$ cat src/rtl/assert_macros.svh
// Assertion helpers shared by the RTL.
`ifndef ASSERT_MACROS_SVH
`define ASSERT_MACROS_SVH

// Same-cycle implication.
`define ASSERT_IMPLY(lbl, clk, rst_n, ante, cons, msg) \
	lbl: assert property (@(posedge clk) disable iff (!rst_n) (ante) |-> (cons)) \
		else $error(msg);

// Consequence in the next cycle.
`define ASSERT_NEXT(lbl, clk, rst_n, ante, cons, msg) \
	lbl: assert property (@(posedge clk) disable iff (!rst_n) (ante) |=> (cons)) \
		else $error(msg);

`endif

$ cat src/rtl/irpw_pkg.sv
package irpw_pkg;

	typedef enum logic [1:0] {
		KIND_TICK    = 2'd0,
		KIND_EDGE    = 2'd1,
		KIND_READ    = 2'd2,
		KIND_RELEASE = 2'd3
	} kind_t;

	localparam logic [15:0] WIDTH_MAX       = 16'hFFFF;
	localparam logic [15:0] TIMEOUT_DEFAULT = 16'd10000;

	// ring geometry; the status and port widths are sized for these
	localparam int FRAME_SLOTS    = 5;
	localparam int FRAME_CAPACITY = 128;
	localparam int STORE_AW       = $clog2(FRAME_SLOTS * FRAME_CAPACITY);

	// per-word status from the frame controller
	typedef struct packed {
		logic       read_valid;
		logic [2:0] frames_ready;
		logic [6:0] oldest_length;
		logic       frame_closed;
		logic       overrun;
	} status_t;

endpackage

$ cat src/rtl/irpw_ctrl.sv
module irpw_ctrl (
	input  logic                            clk,
	input  logic                            arst_n,
	input  logic                            accept,
	input  irpw_pkg::kind_t                 kind,
	input  logic [6:0]                      read_index,
	input  logic                            cfg_we,
	input  logic [15:0]                     cfg_wdata,
	output irpw_pkg::status_t               status,
	output logic                            ram_we,
	output logic [irpw_pkg::STORE_AW-1:0]   ram_waddr,
	output logic [15:0]                     ram_wdata,
	output logic                            ram_re,
	output logic [irpw_pkg::STORE_AW-1:0]   ram_raddr
);

	import irpw_pkg::*;

	localparam int SW = $clog2(FRAME_SLOTS);
	localparam int RW = $clog2(FRAME_SLOTS + 1);
	localparam int LW = $clog2(FRAME_CAPACITY);
	localparam int AW = $clog2(FRAME_SLOTS * FRAME_CAPACITY);

	logic [15:0]   timeout_q;
	logic [15:0]   cnt_q, cnt_d, cnt_inc;
	logic          skip_q, skip_d;
	logic [LW-1:0] fill_q, fill_d, fill_inc, close_len;
	logic [SW-1:0] ws_q, ws_d, rs_q, rs_d, rd_slot;
	logic [RW-1:0] ready_q, ready_d;
	logic          overrun_q, overrun_d;
	logic [LW-1:0] slot_len_q [FRAME_SLOTS];
	logic [LW-1:0] len_rd, oldest;
	logic          closing, len_we, read_hit, ring_full, ring_any;

	function automatic logic [SW-1:0] slot_next(input logic [SW-1:0] s);
		return (s == SW'(FRAME_SLOTS - 1)) ? '0 : s + SW'(1);
	endfunction

	assign ring_full = (ready_q == RW'(FRAME_SLOTS));
	assign ring_any  = (ready_q != '0);
	assign cnt_inc   = (cnt_q != WIDTH_MAX) ? cnt_q + 16'd1 : cnt_q;
	assign fill_inc  = fill_q + LW'(1);

	// one length lookup: slot after a release, else the current oldest
	assign rd_slot = (kind == KIND_RELEASE && ring_any) ? slot_next(rs_q) : rs_q;
	assign len_rd  = slot_len_q[rd_slot];

	always_comb begin
		cnt_d     = cnt_q;
		skip_d    = skip_q;
		fill_d    = fill_q;
		ws_d      = ws_q;
		rs_d      = rs_q;
		ready_d   = ready_q;
		overrun_d = overrun_q;
		closing   = 1'b0;
		close_len = fill_q;
		len_we    = 1'b0;
		ram_we    = 1'b0;
		read_hit  = 1'b0;
		case (kind)
			KIND_TICK: begin
				cnt_d = cnt_inc;
				if (fill_q != '0 && cnt_inc >= timeout_q) begin
					closing = 1'b1;
				end
			end
			KIND_EDGE: begin
				cnt_d = '0;
				if (skip_q) begin
					skip_d = 1'b0;
				end else begin
					ram_we = ~ring_full;
					fill_d = fill_inc;
					if (fill_inc == LW'(FRAME_CAPACITY - 1)) begin
						closing   = 1'b1;
						close_len = fill_inc;
					end
				end
			end
			KIND_READ: begin
				if (ring_any && 9'(read_index) < 9'(len_rd)
						&& 9'(read_index) < 9'(FRAME_CAPACITY)) begin
					read_hit = 1'b1;
				end
			end
			KIND_RELEASE: begin
				if (ring_any) begin
					rs_d    = rd_slot;
					ready_d = ready_q - RW'(1);
				end
			end
			default: begin
			end
		endcase
		if (closing) begin
			fill_d = '0;
			skip_d = 1'b1;
			if (ring_full) begin
				overrun_d = 1'b1;
			end else begin
				len_we  = 1'b1;
				ws_d    = slot_next(ws_q);
				ready_d = ready_q + RW'(1);
			end
		end
	end

	// frame closing into an empty ring is its own oldest
	always_comb begin
		if (ready_d == '0) begin
			oldest = '0;
		end else if (len_we && !ring_any) begin
			oldest = close_len;
		end else begin
			oldest = len_rd;
		end
	end

	assign status.read_valid    = read_hit;
	assign status.frames_ready  = 3'(ready_d);
	assign status.oldest_length = 7'(oldest);
	assign status.frame_closed  = closing;
	assign status.overrun       = overrun_d;

	assign ram_re    = accept & read_hit;
	assign ram_wdata = cnt_q;
	assign ram_waddr = AW'(ws_q) * AW'(FRAME_CAPACITY) + AW'(fill_q);
	assign ram_raddr = AW'(rs_q) * AW'(FRAME_CAPACITY) + AW'(read_index);

	always_ff @(posedge clk or negedge arst_n) begin
		if (!arst_n) begin
			timeout_q <= TIMEOUT_DEFAULT;
			cnt_q     <= '0;
			skip_q    <= 1'b1;
			fill_q    <= '0;
			ws_q      <= '0;
			rs_q      <= '0;
			ready_q   <= '0;
			overrun_q <= 1'b0;
		end else begin
			if (cfg_we) begin
				timeout_q <= cfg_wdata;
			end
			if (accept) begin
				cnt_q     <= cnt_d;
				skip_q    <= skip_d;
				fill_q    <= fill_d;
				ws_q      <= ws_d;
				rs_q      <= rs_d;
				ready_q   <= ready_d;
				overrun_q <= overrun_d;
			end
		end
	end

	always_ff @(posedge clk) begin
		if (accept && len_we) begin
			slot_len_q[ws_q] <= close_len;
		end
	end

endmodule

$ cat config.mk
export PLATFORM = sky130hd
export DESIGN_NAME = irpw_ctrl
export DESIGN_NICKNAME = d
export VERILOG_FILES = /design/src/rtl/assert_macros.svh /design/src/rtl/irpw_pkg.sv /design/src/rtl/irpw_ctrl.sv
export SDC_FILE = /design/constraint.sdc
export NUM_CORES = 1
export LEC_CHECK = 0
export BUFFER_PORTS_ARGS = -buffer_cell sky130_fd_sc_hd__buf_2
export CORE_MARGIN = 10
export CORE_UTILIZATION = 30
export CTS_CLUSTER_DIAMETER = 150
export CTS_CLUSTER_SIZE = 8
export DETAILED_ROUTE_END_ITERATION = 8
export PLACE_DENSITY = 0.54
export SLEW_MARGIN = 0
export SYNTH_ARGS = -nofsm -noshare
export SYNTH_HDL_FRONTEND = slang
export SYNTH_SLANG_ARGS = --single-unit
$ cat constraint.sdc
create_clock -name clk -period 6.4 [get_ports clk]
set_input_delay 0.32 -clock clk [delete_from_list [all_inputs] [get_ports clk]]
set_output_delay 0.32 -clock clk [all_outputs]
set_load 0.05 [all_outputs]
# [Word level (Yosys, flattened, before mapping)]
# Memory sizes are Yosys's and may differ from the RTL's.
# Cells that the tools add are included.
[op_classes] add_sub_neg=8 reduce_logical=17 order_cmp=2 eq_ne=9 n_mux=33 n_bitwise=2
[ops] cell="$mux W7" n=8
[ops] cell="$pmux W16 S2" n=1
[ops] cell="$mux W3" n=7
[ops] cell="$add A10 B7 Y10" n=2
[ops] cell="$add A16 B1 Y16 const B" n=1
[ops] cell="$ge A16 B16 Y1" n=1
[ops] cell="$mux W16" n=1
[ops] cell="$ne A16 B16 Y1 const B" n=1
[ops] cell="$mux W1" n=15
[ops] cell="$add A3 B1 Y3 const B" n=3
[ops] cell="$eq A3 B3 Y1 const B" n=3
[ops] cell="$reduce_and A3 Y1" n=3
[ops] cell="$add A7 B1 Y7 const B" n=1
[ops] cell="$eq A7 B7 Y1 const B" n=1
[ops] cell="$lt A7 B7 Y1" n=1
[ops] cell="$reduce_bool A7 Y1" n=1
[ops] cell="$logic_and A1 B1 Y1" n=5
[ops] cell="$eq A2 B2 Y1 const B" n=2
[ops] cell="$reduce_and A2 Y1" n=2
[ops] cell="$reduce_bool A2 Y1" n=2
[ops] cell="$logic_not A3 Y1" n=1
[ops] cell="$reduce_bool A3 Y1" n=1
[ops] cell="$sub A3 B1 Y3 const B" n=1
[ops] cell="$eq A2 B1 Y1 const B" n=1
[ops] cell="6 further kinds" n=6
[totals] mem_bits_rw=35 inputBits=29 memories=1 output_inout_bits=51 register_bits=50 word_cells=80
[mem_list] memory="slot_len_q" depth=5 width=7 read_ports=1 rd_clocked_by_memory_dff=0 wr=1 line="irpw_ctrl.sv:31" source="logic [LW-1:0] slot_len_q [FRAME_SLOTS];"

# [Longest topological paths before layout]
[depth] word_depth=10 ltp_mapped=17 ltp_nobuf=16

# [Worst setup path after synthesis]
# Ideal clock, no wire load.
[synth_timing] path_kind="register -> output" startpoint="reg cnt_q[0] (netlist: ram_wdata[0])" endpoint="out status[2] (netlist name)" n_path_buf=1 slack_ns=1.011 t_arrival_ns=5.069 t_required_ns=6.080 path_stages_with_launch=18 cell_sequence="dfrtp_1 > ha_1 > nand2_1 > nor4_4 > a31oi_1 > nor2b_1 > clkbuf_1 > nand3_1 > xnor2_1 > ha_1 > and4_1 > o211ai_1 > or4_1 > nand3_2 > a21oi_2 > inv_2 > a31oi_2 > a221oi_1"
[synth_rtl] item="start, declared" line="irpw_ctrl.sv:25" source="logic [15:0] cnt_q, cnt_d, cnt_inc;"
[synth_rtl] item="start signal, assigned" line="irpw_ctrl.sv:146" source="cnt_q <= cnt_d;"
[synth_rtl] item="end, declared" line="irpw_ctrl.sv:9" source="output irpw_pkg::status_t status,"

==> impl_summary.log <==
[metrics] most common cell after layout, fill and taps aside: buf_2
[metrics] CP cell instances: ha_1, nand2_1, nor4_4, a31oi_1, nor2b_1, nand2_1, xnor2_1, ha_1, and4_1, o211ai_1, or4_1, nand3_2, a21oi_2, inv_2, a31oi_2, a221oi_1, buf_2
[metrics] total routing usage reported by global routing: 0.119
[metrics] setup repair after global routing missed its margin: no
[metrics] Crit. End Element: output pin
[metrics] max-capacitance violation count: 0
[metrics] path depth of the worst reg2reg path: 17
[metrics] share of post-route cells with drive strength above 1: 0.255
[metrics] GR peak layer: met2
[metrics] startpoint of the most critical setup path: ram_wdata[0]$_DFFE_PN0P_
[metrics] CP Max Fanout: 11
[metrics] CTS tree: built
[metrics] total number of nets in the final design: around 610
[metrics] row cnt: 47
[metrics] HP Class: input pin to async pin
[metrics] Synth Area per Inst: around 11 um2
[metrics] Diodes inserted: 0
[metrics] async set-reset flop share out of synthesis: 0.588
[metrics] most used cells in the layout excluding fill and tap cells: buf_2, dfrtp_1, nand2_1
[metrics] CTS Hold Bufs: 0
[metrics] clock transition at the registers of the reported paths: around 60 ps
[metrics] main flop type after synthesis: dfrtp_1
[metrics] met3 layer usage reported by global route: 0.0251
[metrics] Arrival @ worst endpoint: 5150 ps
[metrics] clock sink count: 85
[metrics] met1 demand-to-capacity share in global routing: 0.162
[metrics] count of input and output buffers: 79
[metrics] CTS Buf Count: 9
[metrics] number of distinct standard cells referenced by the synthesized netlist: 72
[metrics] Iter 0 DRT Violations: around 220
[metrics] minimum period implied by the final worst setup slack: approximately 5500 ps
[metrics] growth of design area from synthesis to finish: 16.1%
[metrics] switching part of the total: 0.430
[metrics] sequential share of the synthesized area: 0.448
[metrics] number of storage elements in the synthesis netlist: between 80 and 90
[metrics] Skew-Pair Late Insertion Delay: roughly 340 ps
[metrics] Post-Synthesis Cells: 486
[metrics] slack of the worst reg-to-reg path: about 1400 ps
[metrics] Die X-Extent: between 150 and 200 um
[metrics] Final period util: 0.855
[metrics] clock buffer depth: 2
[metrics] antenna violations before repair: 0
[metrics] M2 GR Usage: 0.185
[metrics] power per cell area: around 380 nW/um2
[metrics] die footprint: roughly 23,000 um2
[metrics] worst slew slack as a fraction of its limit: 0.539
[metrics] sum of overflow across all layers after global routing: 0
[metrics] worst r2r dst: slot_len_q[4][5]$_DFFE_PP_
[metrics] Critical Setup Path Class: register to output pin
[metrics] Switch Pwr: 965 uW
[metrics] number of detailed-route iterations in the first pass: 4
[metrics] maximum number of pins on one net before global-route repair: between 50 and 60
[metrics] starting density of the core: 0.308
[metrics] DRC violations left: 0
[metrics] combined buffer and inverter count along the critical path: 2
[metrics] internal power summed over all cells: 1.28 mW
[metrics] max-slew violation total from the final report: 0
[metrics] deepest level of the CTS H-tree: 3
[metrics] clock skew after layout: 7.28 ps
[metrics] remaining antenna violation count: 0
[metrics] height of the die: between 150 and 200 um
[metrics] CTS Root Buffer Type: clkbuf_16
[metrics] category of cells accounting for the largest share of critical-path delay: simple AND/OR/NAND/NOR gates
[metrics] number of cells upsized or downsized after cts: 0
[metrics] Setup Viol. Count Final: 0
[metrics] launching point of the worst reg2reg path: ram_wdata[0]$_DFFE_PN0P_
[metrics] first-pass GRT wire length: between 20 and 25 mm
[metrics] IO Pins: 80
[metrics] setup repair bufs after CTS: 0
[metrics] reported leakage power: approximately 2.6 nW
[metrics] peak clock frequency supported by timing: between 150 and 200 MHz
[metrics] count of warnings emitted by yosys: 0
[metrics] vias after detailed routing: between 3,000 and 4,000
[metrics] Net Count, Synth: 549
[metrics] Routed Wire Length: approximately 14 mm
[metrics] post-detail-place hpwl: between 10 and 15 mm
[metrics] mapped cell area: a little over 5000 um2
[metrics] via count of the first global-routing pass: roughly 3,800
[metrics] IR drop worst, VDD: 180 uV
[metrics] ratio of routed vias to standard cells: about 5
[metrics] WL per Instance: between 15 and 20 um
[metrics] post-route standard cell area excluding fillers: 5980 um2
[metrics] Placement Cell Area: between 5000 and 6000 um2
[metrics] critical path required time: a little over 6000 ps
[metrics] outcome: complete, no violations
[metrics] fraction of power consumed by sequential logic: 0.319
[metrics] slew at the pin closest to its max-slew limit: 692 ps
[metrics] number of enable flip-flop cells after synthesis: 35
[metrics] placeable core region: between 15,000 and 20,000 um2
[metrics] Critical Path Max Stage Delay: 480 ps
[metrics] element type at the critical path start: register
[metrics] Placer Congestion: 0.877
[metrics] Crit-path slowest cell: nor2b_1
[metrics] logic gate share of total power: 0.432
[metrics] final hold violation count: 0
[metrics] Fin Setup TNS: 0 ps
[metrics] proportion of power drawn by the clock network: 0.249
==> through the flow <==
stage | hold slack (ps) | power, mW | worst slack (ps) | instances | util
after floorplan | 24.4 | 1.47 | 1010 | 486 | -
after global placement | 451 | 1.69 | 1620 | 752 | 0.339
after detailed placement | 462 | 1.71 | 1350 | 752 | 0.339
after CTS | 124 | 2.27 | 969 | 768 | 0.358
after global routing | 147 | 2.37 | 509 | 768 | 0.358
final | 92.5 | 2.25 | 931 | 768 | 0.358
==> logic make-up after synthesis <==
family | Yosys count | share of synthesized area
fa+ha+maj | 34 | 0.0826
compound gates | 120 | 0.164
mux | 25 | 0.0724
flops | 85 | 0.448
buf+inv | 71 | 0.0634
xor+xnor | 16 | 0.0272
simple gates | 135 | 0.142
==> layer usage <==
layer | vias to the layer above | wire, um
met2 | 119 | 6050
met3 | 16 | 790
met5 | - | 0
met1 | 1879 | 6500
met4 | 0 | 227
li1 | 1898 | -
==> registers in the layout, indices dropped and copies added, names as in the netlist <==
| register | cells |
|---|---|
| slot_len_q | 35 |
| ram_wdata | 16 |
| timeout_q | 16 |
| fill_q | 7 |
| ready_q | 3 |
| rs_q | 3 |
| ws_q | 3 |
| overrun_q | 1 |
| skip_q | 1 |
==> worst register-to-register path, cell delays in order, from the launching register on <==
cell	delay, ps
dfrtp_1	460
ha_1	280
nand2_1	170
nor4_4	90
a31oi_1	450
nor2b_1	490
nand2_1	180
xnor2_1	170
ha_1	310
and4_1	230
o211ai_1	90
or4_1	430
nand3_2	190
a21oi_2	170
inv_2	220
nand3_2	210
nor4b_1	340
buf_4	230
==> how the worst max path moves through the flow <==
| stage | to | slack (ps) | cells after the start |
|---|---|---|---|
| detailed placement | status[2] | 1350 | 17 |
| CTS | status[2] | 970 | 17 |
| global route | status[6] | 510 | 17 |
| finish | status[2] | 930 | 17 |
| global placement | status[5] | 1620 | 17 |
| floorplan | status[2] | 1010 | 17 |
==> power groups by stage <==
stage	clock, mW	combinational [mW]	sequential [mW]
4_1_cts	0.571	0.985	0.717
2_1_floorplan	0	0.691	0.779
6_report	0.559	0.971	0.717
5_1_grt	0.589	1.05	0.728
3_5_place_dp	0	0.981	0.728
3_3_place_gp	0	0.970	0.724
==> cells in the mapped netlist, drive strengths merged, types with 11 or more instances <==
master / n / area [um2]
buf: 25 / 154
xnor2: 13 / 114
nand3: 18 / 105
inv: 32 / 120
a21oi: 26 / 134
nor2: 17 / 66.3
dfrtp: 44 / 1100
nand2: 43 / 161
o21ai: 35 / 179
clkbuf: 14 / 52.6
ha: 34 / 425
a31oi: 11 / 75.1
edfxtp: 35 / 1050
==> final cells by class <==
class,count,area [um2]
fillers,1704,10700
multi-input cells,330,2510
flip-flops and latches,85,2310
repair buffers,85,440
well taps,220,275
clock buffers,9,225
inverters,32,120
clock inverters,7,95.1
No activity file was read; power rests on OpenSTA's default activity.
